`src/design/frm_pkg.sv`:
```
// Shared constants, types and codes of the frame rate meter.
package frm_pkg;

   localparam int SAMPLES_DEF = 16;

   localparam int TIME_W   = 32;
   localparam int GAP_W    = 16;
   localparam int AVG_W    = 24;
   localparam int TOTAL_W  = 48;
   localparam int COUNT_W  = 20;
   localparam int WTIME_W  = 40;
   localparam int FPS_W    = 24;
   localparam int WIN_W    = 16;
   localparam int CSR_W    = 24;
   localparam int PROD_W   = 30;

   localparam int DIV_NUM_W = 48;
   localparam int DIV_DEN_W = 40;
   localparam int DIV_Q_W   = 24;

   localparam logic [CSR_W-1:0] MAX_DELTA_RST = 24'd4267;
   localparam logic [WIN_W-1:0] WINDOW_MS_RST = 16'd1000;
   localparam logic [9:0]       MS_PER_S      = 10'd1000;
   localparam logic [FPS_W-1:0] SPEED_IDLE    = 24'd1000;
   localparam logic [FPS_W-1:0] FPS_ALL_ONES  = {FPS_W{1'b1}};
   localparam logic [GAP_W-1:0] GAP_MAX       = {GAP_W{1'b1}};
   localparam logic [COUNT_W-1:0] COUNT_MAX   = {COUNT_W{1'b1}};
   localparam logic [WTIME_W-1:0] WTIME_MAX   = {WTIME_W{1'b1}};

   typedef enum logic [0:0] {
      CSR_MAX_DELTA = 1'b0,
      CSR_WINDOW_MS = 1'b1
   } csr_index_type;

   typedef enum logic [2:0] {
      ST_IDLE,
      ST_READ,
      ST_AVG,
      ST_ACCUM,
      ST_MUL,
      ST_FPS_GO,
      ST_FPS_WAIT,
      ST_FIN
   } state_type;

   typedef struct packed {
      logic               done;
      logic [DIV_Q_W-1:0] quot;
   } div_status_type;

endpackage

```
`src/design/frm_if.sv`:
```
// Handshake channels of the frame rate meter: tick requests and result beats.
interface frm_req_if;
   import frm_pkg::*;

   logic              valid;
   logic              ready;
   logic [TIME_W-1:0] now_ms;

   modport source (output valid, output now_ms, input ready);
   modport sink   (input valid, input now_ms, output ready);
endinterface

interface frm_rsp_if;
   import frm_pkg::*;

   logic               valid;
   logic               ready;
   logic [AVG_W-1:0]   avg_delta;
   logic [TOTAL_W-1:0] elapsed_time;
   logic [FPS_W-1:0]   fps;
   logic [FPS_W-1:0]   speed_factor;
   logic [FPS_W-1:0]   fps_min;
   logic [FPS_W-1:0]   fps_max;

   modport source (output valid, output avg_delta, output elapsed_time, output fps,
                   output speed_factor, output fps_min, output fps_max, input ready);
   modport sink   (input valid, input avg_delta, input elapsed_time, input fps,
                   input speed_factor, input fps_min, input fps_max, output ready);
endinterface

```
`src/design/frm_ram.sv`:
```
// Generic single-port-write, registered-read RAM.
module frm_ram #(
   parameter int WIDTH = 16,
   parameter int DEPTH = 16
) (
   input  logic                                     clock,
   input  logic                                     we,
   input  logic [(DEPTH > 1 ? $clog2(DEPTH) : 1)-1:0] waddr,
   input  logic [WIDTH-1:0]                         wdata,
   input  logic [(DEPTH > 1 ? $clog2(DEPTH) : 1)-1:0] raddr,
   output logic [WIDTH-1:0]                         rdata
);
   logic [WIDTH-1:0] mem [DEPTH];
   logic [WIDTH-1:0] rdata_ff;

   always_ff @(posedge clock) begin
      if (we) begin
         mem[waddr] <= wdata;
      end
      rdata_ff <= mem[raddr];
   end

   assign rdata = rdata_ff;
endmodule

```
`src/design/frm_div.sv`:
```
// Restoring divider, one quotient bit per cycle, saturating at the quotient width.
module frm_div (
   input  logic                             clock,
   input  logic                             reset,
   input  logic                             start,
   input  logic [frm_pkg::DIV_NUM_W-1:0]    num,
   input  logic [frm_pkg::DIV_DEN_W-1:0]    den,
   output frm_pkg::div_status_type          status
);
   import frm_pkg::*;

   localparam int HI_W  = DIV_NUM_W - DIV_Q_W;
   localparam int CNT_W = $clog2(DIV_Q_W);

   logic                 busy_ff, busy_in;
   logic                 done_ff, done_in;
   logic                 sat_ff, sat_in;
   logic [CNT_W-1:0]     cnt_ff, cnt_in;
   logic [DIV_DEN_W-1:0] rem_ff, rem_in;
   logic [DIV_DEN_W-1:0] den_ff, den_in;
   logic [DIV_Q_W-1:0]   low_ff, low_in;
   logic [DIV_DEN_W:0]   trial;
   logic                 fits;

   // The numerator's low bits shift out as quotient bits shift in.
   assign trial = {rem_ff, low_ff[DIV_Q_W-1]};
   assign fits  = trial >= {1'b0, den_ff};

   always_comb begin
      busy_in = busy_ff;
      done_in = 1'b0;
      sat_in  = sat_ff;
      cnt_in  = cnt_ff;
      rem_in  = rem_ff;
      den_in  = den_ff;
      low_in  = low_ff;
      if (start) begin
         busy_in = 1'b1;
         sat_in  = {{(DIV_DEN_W - HI_W){1'b0}}, num[DIV_NUM_W-1:DIV_Q_W]} >= den;
         cnt_in  = CNT_W'(DIV_Q_W - 1);
         rem_in  = {{(DIV_DEN_W - HI_W){1'b0}}, num[DIV_NUM_W-1:DIV_Q_W]};
         den_in  = den;
         low_in  = num[DIV_Q_W-1:0];
      end else if (busy_ff) begin
         rem_in = fits ? DIV_DEN_W'(trial - {1'b0, den_ff}) : trial[DIV_DEN_W-1:0];
         low_in = {low_ff[DIV_Q_W-2:0], fits};
         cnt_in = cnt_ff - 1'b1;
         if (cnt_ff == '0) begin
            busy_in = 1'b0;
            done_in = 1'b1;
         end
      end
   end

   always_ff @(posedge clock) begin
      if (reset) begin
         busy_ff <= 1'b0;
         done_ff <= 1'b0;
      end else begin
         busy_ff <= busy_in;
         done_ff <= done_in;
      end
      sat_ff <= sat_in;
      cnt_ff <= cnt_in;
      rem_ff <= rem_in;
      den_ff <= den_in;
      low_ff <= low_in;
   end

   assign status.done = done_ff;
   assign status.quot = sat_ff ? {DIV_Q_W{1'b1}} : low_ff;
endmodule

```
`src/design/frame_rate_meter_core.sv`:
```
// Frame rate meter: ring of frame gaps, moving average, FPS window and min/max tracking.
// Each request beat is one frame tick with a millisecond timestamp; each tick yields exactly
// one response beat. Ticks are handled one at a time: the next tick is accepted only after
// the result of the previous one has been loaded. The states are, in order: READ for the
// ring memory read and ring update, AVG for the average gap (a multiply by the reciprocal
// of SAMPLES), ACCUM to accumulate the counters, MUL for the FPS numerator product, FPS_GO
// and FPS_WAIT for the FPS divider (load, 24 quotient steps, finish), FIN to load the
// response and IDLE to take the next tick. The gap ring lives in a SAMPLES-deep RAM;
// entries not yet written since reset read as zero through a wrap flag, so no clearing
// pass is needed after reset. A finished result waits in an output register, and the next
// tick is accepted while it waits; a tick that finishes while the previous result is still
// unread stalls until that result is taken.
module frame_rate_meter_core #(
   parameter int SAMPLES = frm_pkg::SAMPLES_DEF
) (
   input  logic                  clock,
   input  logic                  reset,
   frm_req_if.sink               req_chan,
   frm_rsp_if.source             rsp_chan,
   input  logic                  csr_we,
   input  frm_pkg::csr_index_type csr_index,
   input  logic [frm_pkg::CSR_W-1:0] csr_wdata
);
   import frm_pkg::*;

   localparam int POS_W = SAMPLES > 1 ? $clog2(SAMPLES) : 1;
   localparam int SUM_W = GAP_W + $clog2(SAMPLES);

   // The average is floor(sum * 256 / SAMPLES), taken as sum * M >> AVG_SH with M the
   // rounded-up reciprocal; this is exact for every sum the ring can hold.
   localparam int AVG_N  = SUM_W + 8;
   localparam int REC_SH = AVG_N + $clog2(SAMPLES);
   localparam int REC_W  = AVG_N + 1;
   localparam int AVG_SH = REC_SH - 8;
   localparam logic [63:0] REC_M64 =
      ((64'd1 << REC_SH) + 64'(SAMPLES) - 64'd1) / 64'(SAMPLES);
   localparam logic [REC_W-1:0] AVG_RECIP = REC_M64[REC_W-1:0];

   state_type state_ff, state_in;

   logic [AVG_W-1:0]   max_delta_ff;
   logic [WIN_W-1:0]   window_ms_ff;

   logic [POS_W-1:0]   ring_pos_ff;
   logic               wrapped_ff;
   logic [SUM_W-1:0]   gap_sum_ff;
   logic [TIME_W-1:0]  prev_time_ff;
   logic               started_ff;
   logic [TOTAL_W-1:0] total_time_ff;
   logic [COUNT_W-1:0] frame_count_ff;
   logic [WTIME_W-1:0] window_time_ff;
   logic [TIME_W-1:0]  window_start_ff;
   logic [FPS_W-1:0]   low_fps_ff, low_fps_in;
   logic [FPS_W-1:0]   high_fps_ff, high_fps_in;

   logic [TIME_W-1:0]  now_ff;
   logic [GAP_W-1:0]   gap_ff, gap_in;
   logic [AVG_W-1:0]   avg_ff;
   logic [PROD_W-1:0]  prod_ff;
   logic [FPS_W-1:0]   fps_ff;

   logic               rsp_valid_ff;
   logic [AVG_W-1:0]   rsp_avg_ff;
   logic [TOTAL_W-1:0] rsp_total_ff;
   logic [FPS_W-1:0]   rsp_fps_ff;
   logic [FPS_W-1:0]   rsp_speed_ff;
   logic [FPS_W-1:0]   rsp_min_ff;
   logic [FPS_W-1:0]   rsp_max_ff;

   logic               accept;
   logic               ring_we;
   logic               div_start;
   logic               rsp_load;
   logic               out_free;
   logic [GAP_W-1:0]   ring_rdata;
   logic [GAP_W-1:0]   old_gap;
   logic [TIME_W-1:0]  delta;
   logic [SUM_W+REC_W-1:0] avg_prod;
   logic [WTIME_W:0]   wtime_sum;
   logic [DIV_NUM_W-1:0] div_num;
   logic [DIV_DEN_W-1:0] div_den;
   div_status_type     div_status;
   logic               window_end;
   logic [FPS_W-1:0]   speed;

   frm_ram #(
      .WIDTH (GAP_W),
      .DEPTH (SAMPLES)
   ) u_ring (
      .clock (clock),
      .we    (ring_we),
      .waddr (ring_pos_ff),
      .wdata (gap_ff),
      .raddr (ring_pos_ff),
      .rdata (ring_rdata)
   );

   frm_div u_div (
      .clock  (clock),
      .reset  (reset),
      .start  (div_start),
      .num    (div_num),
      .den    (div_den),
      .status (div_status)
   );

   // Next state.
   always_comb begin
      state_in = state_ff;
      unique case (state_ff)
         ST_IDLE:     if (req_chan.valid) state_in = ST_READ;
         ST_READ:     state_in = ST_AVG;
         ST_AVG:      state_in = ST_ACCUM;
         ST_ACCUM:    state_in = ST_MUL;
         ST_MUL:      state_in = ST_FPS_GO;
         ST_FPS_GO:   state_in = ST_FPS_WAIT;
         ST_FPS_WAIT: if (div_status.done) state_in = ST_FIN;
         ST_FIN:      if (out_free) state_in = ST_IDLE;
      endcase
   end

   assign out_free = !rsp_valid_ff || rsp_chan.ready;

   // Control outputs of the sequencer.
   always_comb begin
      accept    = 1'b0;
      ring_we   = 1'b0;
      div_start = 1'b0;
      rsp_load  = 1'b0;
      unique case (state_ff)
         ST_IDLE:   accept    = req_chan.valid;
         ST_READ:   ring_we   = 1'b1;
         ST_FPS_GO: div_start = 1'b1;
         ST_FIN:    rsp_load  = out_free;
         default: ;
      endcase
   end

   assign req_chan.ready = state_ff == ST_IDLE;

   // The first tick after reset has no previous time and counts as a zero gap.
   assign delta = req_chan.now_ms - prev_time_ff;
   always_comb begin
      if (!started_ff) begin
         gap_in = '0;
      end else if (delta > TIME_W'(GAP_MAX)) begin
         gap_in = GAP_MAX;
      end else begin
         gap_in = delta[GAP_W-1:0];
      end
   end

   assign old_gap   = wrapped_ff ? ring_rdata : '0;
   assign avg_prod  = (SUM_W + REC_W)'(gap_sum_ff) * (SUM_W + REC_W)'(AVG_RECIP);
   assign wtime_sum = {1'b0, window_time_ff} + (WTIME_W + 1)'(avg_ff);

   assign div_num = {2'd0, prod_ff, 16'd0};
   assign div_den = window_time_ff;

   assign window_end = (now_ff - window_start_ff) > TIME_W'(window_ms_ff);
   assign speed      = (gap_sum_ff == '0) ? SPEED_IDLE : FPS_W'(gap_sum_ff);

   // Min/max are taken before the window counters restart.
   always_comb begin
      low_fps_in  = low_fps_ff;
      high_fps_in = high_fps_ff;
      if (window_end && window_time_ff != '0) begin
         if (fps_ff < low_fps_ff) low_fps_in = fps_ff;
         if (fps_ff > high_fps_ff) high_fps_in = fps_ff;
      end
   end

   always_ff @(posedge clock) begin
      if (reset) begin
         state_ff        <= ST_IDLE;
         max_delta_ff    <= MAX_DELTA_RST;
         window_ms_ff    <= WINDOW_MS_RST;
         ring_pos_ff     <= '0;
         wrapped_ff      <= 1'b0;
         gap_sum_ff      <= '0;
         prev_time_ff    <= '0;
         started_ff      <= 1'b0;
         total_time_ff   <= '0;
         frame_count_ff  <= '0;
         window_time_ff  <= '0;
         window_start_ff <= '0;
         low_fps_ff      <= FPS_ALL_ONES;
         high_fps_ff     <= '0;
         rsp_valid_ff    <= 1'b0;
      end else begin
         state_ff <= state_in;
         if (csr_we) begin
            unique case (csr_index)
               CSR_MAX_DELTA: max_delta_ff <= csr_wdata;
               CSR_WINDOW_MS: window_ms_ff <= csr_wdata[WIN_W-1:0];
            endcase
         end
         if (accept) begin
            prev_time_ff <= req_chan.now_ms;
            started_ff   <= 1'b1;
         end
         if (ring_we) begin
            gap_sum_ff <= gap_sum_ff - SUM_W'(old_gap) + SUM_W'(gap_ff);
            if (ring_pos_ff == POS_W'(SAMPLES - 1)) begin
               ring_pos_ff <= '0;
               wrapped_ff  <= 1'b1;
            end else begin
               ring_pos_ff <= ring_pos_ff + 1'b1;
            end
         end
         if (state_ff == ST_ACCUM) begin
            total_time_ff <= total_time_ff + TOTAL_W'(avg_ff);
            if (frame_count_ff != COUNT_MAX) begin
               frame_count_ff <= frame_count_ff + 1'b1;
            end
            window_time_ff <= wtime_sum[WTIME_W] ? WTIME_MAX : wtime_sum[WTIME_W-1:0];
         end
         if (rsp_load) begin
            low_fps_ff  <= low_fps_in;
            high_fps_ff <= high_fps_in;
            if (window_end) begin
               frame_count_ff  <= '0;
               window_time_ff  <= '0;
               window_start_ff <= now_ff;
            end
         end
         if (rsp_load) begin
            rsp_valid_ff <= 1'b1;
         end else if (rsp_chan.ready) begin
            rsp_valid_ff <= 1'b0;
         end
      end
   end

   always_ff @(posedge clock) begin
      if (accept) begin
         now_ff <= req_chan.now_ms;
         gap_ff <= gap_in;
      end
      if (state_ff == ST_AVG) begin
         avg_ff <= avg_prod[AVG_SH +: AVG_W];
      end
      if (state_ff == ST_MUL) begin
         prod_ff <= PROD_W'(frame_count_ff) * PROD_W'(MS_PER_S);
      end
      if (state_ff == ST_FPS_WAIT && div_status.done) begin
         fps_ff <= (window_time_ff == '0) ? '0 : div_status.quot;
      end
      if (rsp_load) begin
         rsp_avg_ff   <= (avg_ff > max_delta_ff) ? max_delta_ff : avg_ff;
         rsp_total_ff <= total_time_ff;
         rsp_fps_ff   <= fps_ff;
         rsp_speed_ff <= speed;
         rsp_min_ff   <= low_fps_in;
         rsp_max_ff   <= high_fps_in;
      end
   end

   assign rsp_chan.valid        = rsp_valid_ff;
   assign rsp_chan.avg_delta    = rsp_avg_ff;
   assign rsp_chan.elapsed_time = rsp_total_ff;
   assign rsp_chan.fps          = rsp_fps_ff;
   assign rsp_chan.speed_factor = rsp_speed_ff;
   assign rsp_chan.fps_min      = rsp_min_ff;
   assign rsp_chan.fps_max      = rsp_max_ff;
endmodule

```
`src/flat_wrapper.sv`:
```
// flat-port wrapper written by rule: the top's interface ports become plain ports
module frame_rate_meter_core_flat import frm_pkg::*;
#(
   parameter int SAMPLES = frm_pkg::SAMPLES_DEF
)
  (clock, reset, csr_we, csr_index, csr_wdata, req_chan_valid, req_chan_now_ms, req_chan_ready, rsp_chan_valid, rsp_chan_avg_delta, rsp_chan_elapsed_time, rsp_chan_fps, rsp_chan_speed_factor, rsp_chan_fps_min, rsp_chan_fps_max, rsp_chan_ready);
  frm_req_if req_chan_i ();
  frm_rsp_if rsp_chan_i ();
  input  logic clock;
  input  logic reset;
  input  logic csr_we;
  input  frm_pkg::csr_index_type csr_index;
  input  logic [frm_pkg::CSR_W-1:0] csr_wdata;
  input wire logic [$bits(req_chan_i.valid)-1:0] req_chan_valid;
  input wire logic [$bits(req_chan_i.now_ms)-1:0] req_chan_now_ms;
  output wire logic [$bits(req_chan_i.ready)-1:0] req_chan_ready;
  output wire logic [$bits(rsp_chan_i.valid)-1:0] rsp_chan_valid;
  output wire logic [$bits(rsp_chan_i.avg_delta)-1:0] rsp_chan_avg_delta;
  output wire logic [$bits(rsp_chan_i.elapsed_time)-1:0] rsp_chan_elapsed_time;
  output wire logic [$bits(rsp_chan_i.fps)-1:0] rsp_chan_fps;
  output wire logic [$bits(rsp_chan_i.speed_factor)-1:0] rsp_chan_speed_factor;
  output wire logic [$bits(rsp_chan_i.fps_min)-1:0] rsp_chan_fps_min;
  output wire logic [$bits(rsp_chan_i.fps_max)-1:0] rsp_chan_fps_max;
  input wire logic [$bits(rsp_chan_i.ready)-1:0] rsp_chan_ready;
  assign req_chan_i.valid = req_chan_valid;
  assign req_chan_i.now_ms = req_chan_now_ms;
  assign req_chan_ready = req_chan_i.ready;
  assign rsp_chan_valid = rsp_chan_i.valid;
  assign rsp_chan_avg_delta = rsp_chan_i.avg_delta;
  assign rsp_chan_elapsed_time = rsp_chan_i.elapsed_time;
  assign rsp_chan_fps = rsp_chan_i.fps;
  assign rsp_chan_speed_factor = rsp_chan_i.speed_factor;
  assign rsp_chan_fps_min = rsp_chan_i.fps_min;
  assign rsp_chan_fps_max = rsp_chan_i.fps_max;
  assign rsp_chan_i.ready = rsp_chan_ready;
  frame_rate_meter_core #(.SAMPLES(SAMPLES)) u_core (.clock(clock), .reset(reset), .req_chan(req_chan_i), .rsp_chan(rsp_chan_i), .csr_we(csr_we), .csr_index(csr_index), .csr_wdata(csr_wdata));
endmodule
```
`config.mk`:
```
export PLATFORM = sky130hd
export DESIGN_NAME = frame_rate_meter_core_flat
export DESIGN_NICKNAME = d
export VERILOG_FILES = /design/src/design/frm_pkg.sv /design/src/design/frm_if.sv /design/src/design/frm_ram.sv /design/src/design/frm_div.sv /design/src/design/frame_rate_meter_core.sv /design/src/flat_wrapper.sv
export SDC_FILE = /design/constraint.sdc
export NUM_CORES = 2
export LEC_CHECK = 0
export BUFFER_PORTS_ARGS = -buffer_cell sky130_fd_sc_hd__buf_2
export CAP_MARGIN = 20
export CORE_MARGIN = 1.5
export CORE_UTILIZATION = 56
export DETAILED_ROUTE_END_ITERATION = 6
export HOLD_SLACK_MARGIN = 0.08
export PLACE_DENSITY = 0.7
export SETUP_SLACK_MARGIN = 0.3
export SYNTH_ARGS = -nofsm -noshare
export SYNTH_HDL_FRONTEND = slang
export SYNTH_HIERARCHICAL = 1
export SYNTH_SLANG_ARGS = --single-unit
```
`constraint.sdc`:
```
create_clock -name clock -period 6.34 [get_ports clock]
set_input_delay 1.902 -clock clock [delete_from_list [all_inputs] [get_ports clock]]
set_output_delay 1.902 -clock clock [all_outputs]
set_load 0.005 [all_outputs]
```
### Word level (Yosys, flattened, before mapping)

Memory sizes are Yosys's and may differ from the RTL's. A register that Yosys moved wholly into a read port is not among the register bits.
Cells that the tools add are included.

* bitwise operators: 2
* reductions and logical operators: 17
* multiply operators: 1
* add/sub/neg operators: 10
* equality and inequality tests: 12
* magnitude comparators: 7
* multiplexer cells: 38

Operators with widths (count)
* 40-bit 2-to-1 mux: 5
* 24-bit 2-to-1 mux: 8
* 20-bit 2-to-1 mux: 4
* 32-bit subtractor: 2
* 48-bit by 24-bit adder with 48-bit output: 1
* 24-bit > comparator: 2
* 22-bit 2-to-1 mux: 2
* 40-bit by 24-bit adder with 41-bit output: 1
* 41-bit by 40-bit >= comparator with 1-bit output: 1
* 22-bit by 40-bit >= comparator with 1-bit output: 1
* 40-bit logical NOT: 1
* 40-bit nonzero test: 1
* 40-bit subtractor: 1
* 32-bit by 16-bit > comparator with 1-bit output: 1
* 32-bit by 16-bit > comparator with 1-bit output (second input constant): 1
* 16-bit 2-to-1 mux: 2
* 20-bit by 7-bit multiplier with 27-bit output (second input constant): 1
* 24-bit < comparator: 1
* 3-bit one-hot mux with 8 select lines: 1
* 20-bit by 1-bit adder with 20-bit output (second input constant): 1
* 20-bit by 16-bit adder with 20-bit output: 1
* 20-bit logical NOT: 1
* 20-bit inequality test (second input constant): 1
* 20-bit by 16-bit subtractor with 20-bit output: 1
* 21 further kinds: 45

* output and inout port bits: 170
* memories: 1
* register bits: 689
* bits in writable memories: 256

Memory list
* u_core.u_ring.mem: depth 16, width 16, rd ports 1, clocked after Yosys merged registers in 1, wr ports 1, RTL line frm_ram.sv:13 `logic [WIDTH-1:0] mem [DEPTH];`

### Longest topological paths before layout

* depth after elaboration: 5
* mapped depth: 21

### By module

Netlist, hierarchy kept.

By module, submodules not included
* frame_rate_meter_core: cells each 3391, instances 1, area each 32892.8 µm²
* frm_ram: cells each 432, instances 1, area each 10042.1 µm²
* frm_div: cells each 809, instances 1, area each 7825.0 µm²

### Least setup slack after synthesis

Ideal clock, no wire load.

* kind: input to register
* start point: input rsp_chan_ready
* end point: register u_core.rsp_avg_ff[0] (netlist: u_core/rsp_chan.avg_delta[0]), enable pin
* arrival: 5230 ps
* setup slack: 598 ps
* cell stages on the path: 3
* path buffers: 0
* setup time: 513 ps
* required time: 5827 ps
* cell sequence: nand2b_1 > nand2b_1 > inv_1

* longest elaborated chain between the ends: 2

Ends and longest elaborated chain
* start, declared: RTL line flat_wrapper.sv:24 `input wire logic [$bits(rsp_chan_i.ready)-1:0] rsp_chan_ready;`
* 1-bit logical OR: RTL line frame_rate_meter_core.sv:122 `assign out_free = !rsp_valid_ff || rsp_chan.ready;`
* 1-bit 2-to-1 mux: RTL line frame_rate_meter_core.sv:130 `unique case (state_ff)`
* via u_core.rsp_load: RTL line frame_rate_meter_core.sv:73 `logic rsp_load;`
* end signal, assigned: RTL line frame_rate_meter_core.sv:250 `rsp_avg_ff <= (avg_ff > max_delta_ff) ? max_delta_ff : avg_ff;`
* end, declared: RTL line frame_rate_meter_core.sv:63 `logic [AVG_W-1:0] rsp_avg_ff;`

The timed path passes the listed nets, and every way through them passes these cells.
A chain may end at the register's enable or synchronous reset.

### Worst setup path after layout

* start point: register u_core.now_ff[0]
* end point: register u_core.rsp_min_ff[10] (netlist: u_core/rsp_chan.fps_min[10]), data pin

* longest elaborated chain between the ends: 4

Ends and longest elaborated chain
* start, declared: RTL line frame_rate_meter_core.sv:56 `logic [TIME_W-1:0] now_ff;`
* start signal, assigned: RTL line frame_rate_meter_core.sv:237 `now_ff <= req_chan.now_ms;`
* 32-bit subtractor: RTL line frame_rate_meter_core.sv:160 `assign window_end = (now_ff - window_start_ff) > TIME_W'(window_ms_ff);`
* 32-bit by 16-bit > comparator with 1-bit output: RTL line frame_rate_meter_core.sv:160
* 1-bit logical AND: RTL line frame_rate_meter_core.sv:167 `if (window_end && window_time_ff != '0) begin`
* 24-bit 2-to-1 mux: RTL line frame_rate_meter_core.sv:167
* via u_core.low_fps_in[10]: RTL line frame_rate_meter_core.sv:53 `logic [FPS_W-1:0] low_fps_ff, low_fps_in;`
* end signal, assigned: RTL line frame_rate_meter_core.sv:254 `rsp_min_ff <= low_fps_in;`
* end, declared: RTL line frame_rate_meter_core.sv:67 `logic [FPS_W-1:0] rsp_min_ff;`

The timed path passes the listed nets, and every way through them passes these cells.

==> out/results.txt <==
Hold Violations, Final - 0
R2r endpoint - u_core/rsp_chan.fps_min[10]
Crit. End Element - register
Worst-Skew Late Latency - 700 ps
YS warnings - 6
Worst-Margin Slew - 1138 ps
Total gr overflow - 0
Multiplexer share of the synthesized area - 7.452%
Unique masters post-synth - 92
WHS Endpoint - u_core/prev_time_ff[12]
HP Start - u_core/prev_time_ff[12]
Post-detail-place hpwl - 84.90 mm
Die area - 0.09246 mm^2
Post-Synth Simple-Gate Area - 11.93%
Area Overhead vs Synth - 11.41%
TritonCTS clock tree - done
EDFF count, synth - 624
Die height - 304.1 um
Critical path depth - 21
Hold crit path type - reg2reg
Crit path max fanout - 24
Vias - 35070
Crit Path Category - reg2reg
Cell taking the most area after synthesis - edfxtp_1
Critical path cell sequence - inv_1 -> ha_1 -> inv_1 -> fa_1 -> a211o_1 -> o211ai_1 -> a21oi_2 -> a311oi_2 -> xnor2_1 -> ha_1 -> nand4_1 -> or4_1 -> nor2_1 -> o221ai_1 -> or4_1 -> or4_1 -> nor4_2 -> buf_4 -> nor2_2 -> buf_6 -> mux2_1
Commonest register cell after synthesis - edfxtp_1
Largest family of logic cells by synthesized area - simple AND/OR/NAND/NOR gates
Post-Synth Adder-Cell Area - 11.82%
Max Slew Vio Count - 0
Tot GR Track Use - 25.61%
# nets final - 5327
RSZ-0062 raised after global routing - no
Detailed router's first-iteration violation count - 2786
Gp weighted congestion - 0.9191
Cell mode on critical path - or4_1
Most frequent cells in the layout - edfxtp_1 (624), nand2_1 (493), inv_1 (439)
Peak Freq - 173.3 MHz
Period Utilization, post-route - 91.02%
Fill cell count - 7099
Cts bufs inserted - 100
Async set-or-reset flop fraction in the synthesized netlist - 0%
Outcome - finished, final reports clean
Leak Pwr - 22.05 nW
Num rows - 110
Via/cell ratio - 5.742
Cell Area, Synth - 0.05076 mm^2
Worst path bufs/invs - 4
Avg WL per Cell - 19.53 um
Max-slew headroom - 24.06%
Pwr/cell area - 275.1 mW/mm^2
Clock root buffer - clkbuf_16
Pre-Repair DR Iteration Count - 5
Post-Route Setup TNS - 0 ps
Syn avg cell area - 10.96 um^2
FF-to-FF Start - u_core/now_ff[0]
Routed wire length - 119.3 mm
Commonest non-fill, non-tap cell in the layout - edfxtp_1
Startpoint Class - register
Die width - 304.1 um
Fin crit period - 5770 ps
Share of cells above drive strength 1 - 13.13%
Cell count of the worst hold path - 2
# port buffers - 223
WP data required - 6750 ps
Max clock buf depth - 3
Post-Layout Cell Count - 6107
Critical Path Max Stage Delay - 560 ps
R2R depth - 21
Sink Count - 949
Clock Skew - 37.20 ps
Top delay family on crit path - simple AND/OR/NAND/NOR gates
Initial Utilization - 56.48%
First-pass GRT wire length - 186.9 mm
Vias in the first global route - 33690
Worst EP arrival - 6180 ps
VDD IR-drop max - 0.0002485 V
MaxCap Viol Count - 0
Placed insts - 5911
Clk pin slew, worst setup/hold paths - 60 ps
Htree depth - 3
Initial antenna violation count - 12
Setup slack, reg-to-reg - 570 ps
Synth area leaders - edfxtp_1 (37%), dfxtp_1 (13%), ha_1 (8.2%)
XOR/XNOR share of the synthesized area - 3.002%
Compound-gate portion of the synthesized area - 11.05%
Post-synthesis sequential area ratio - 49.73%
Final setup fails - 0
CP max stage cell - or4_1
#FFs+latches synth - 949
Post-synth top area share - 36.91%
Post-Synthesis Cells - 4632
# hold bufs at CTS - 0
Core Util, Final - 62.93%
I/O pin cnt - 232
DRC viols - 0
Largest net degree at the start of global routing - 91
Core box area - 0.08987 mm^2
DRT antenna net count - 0
==> synthesized netlist by cell type, types with 28 or more instances <==
cell type and count:
inv_1 442, o211ai_1 28, nor2_1 290, nor2b_1 74
nor3_1 62, xnor2_1 114, o21ai_0 126, xor2_1 60
edfxtp_1 624, fa_1 91, a21o_1 96, ha_1 334
or2_2 43, mux4_2 54, nand2_1 493, and2_1 32
mux2_1 41, clkbuf_1 136, mux2i_1 103, a21oi_1 304
dfxtp_1 325, and3_1 36, a211oi_1 34, nand4_1 48
or3_1 31, nand2b_1 43, mux2_2 72, nand3_1 69
o21a_1 61, a22oi_1 35
==> area by class of cell <==
cell class | instances | area, um^2 | share of cell area [%]
inverter | 445 | 1678 | 2.967
clock buffer | 135 | 2756 | 4.874
clock inverter | 55 | 668.1 | 1.181
timing repair buffer | 270 | 1499 | 2.651
multi-input combinational | 3074 | 23220 | 41.07
antenna | 3 | 7.507 | 0.01327
tap | 1176 | 1471 | 2.602
sequential | 949 | 25250 | 44.65
==> worst max-delay path by stage <==
stage / start / endpoint / slack [ps]
after floorplan: rsp_chan_ready / u_core/rsp_chan.avg_delta[0] / 600
after global placement: req_chan_now_ms[0] / u_core/gap_ff[13] / 460
after detailed placement: req_chan_now_ms[0] / u_core/gap_ff[8] / 400
after CTS: u_core/now_ff[0] / u_core/rsp_chan.fps_max[5] / 480
after global routing: u_core/now_ff[0] / u_core/div_den[1] / 310
final: u_core/now_ff[0] / u_core/rsp_chan.fps_min[10] / 570
==> stage by stage <==
stage,instance area [um^2],hold slack [ps],total power (W),worst slack [ps]
after floorplan,50870,417.2,0.009027,597.5
after global placement,53080,438.1,0.009539,457.2
after detailed placement,53080,445.6,0.009587,399.6
after CTS,56500,455.8,0.01566,477.4
after global routing,56550,471.0,0.01620,308.9
final,56550,453.4,0.01556,569.5
==> layer usage <==
metal / wire length, um / up-vias / track usage [%] / part of all wire, %
li1: - / 16880 / - / -
met3: 7188 / 180 / 4.144 / 6.0
met4: 3240 / 6 / 8.064 / 2.7
met2: 56300 / 975 / 41.74 / 47
met1: 52520 / 17030 / 35.17 / 44
met5: 38 / - / 0 / 0.032
==> cells by family after synthesis <==
logic type / count (synthesis)
XOR/XNOR: 174
AO/OA/AOI/OAI: 871
flip-flops: 949
multiplexers: 280
AND/OR/NAND/NOR: 1293
adder cells (fa/ha/maj): 425
buffers and inverters: 639
other: 1
==> sequential cells by signal (all words and copies together) (netlist names), 20 cells and up <==
register,cells
u_core/u_ring/mem,256
u_core/rsp_chan.elapsed_time,44
u_core/total_time_ff,44
u_core/div_den,40
u_core/u_div/den_ff,40
u_core/u_div/rem_ff,40
u_core/now_ff,32
u_core/prev_time_ff,32
u_core/window_start_ff,32
u_core/prod_ff,27
u_core/fps_ff,24
u_core/high_fps_ff,24
u_core/low_fps_ff,24
u_core/max_delta_ff,24
u_core/rsp_chan.avg_delta,24
u_core/rsp_chan.fps,24
u_core/rsp_chan.fps_max,24
u_core/rsp_chan.fps_min,24
u_core/u_div/low_ff,24
u_core/avg_ff,20
u_core/frame_count_ff,20
u_core/gap_sum_ff,20
u_core/rsp_chan.speed_factor,20
==> worst min-delay path, delay by kind of cell, from the launching register on <==
kind,cells,cell delay [ps]
flip-flops,1,310
AO/OA/AOI/OAI,1,50
AND/OR/NAND/NOR,1,50
==> repair_timing <==
item,4_1_cts,5_1_grt
endpoints found under the setup margin,0,73
resized for setup,0,4
setup buffers,0,2
==> report_power, final <==
group	switching, W	total, W	internal, W
registers	0.000235	0.00713	0.00689
logic	0.00135	0.00236	0.00101
clock network	0.00253	0.00607	0.00354
Note: power is estimated with default switching activity, not from simulation.
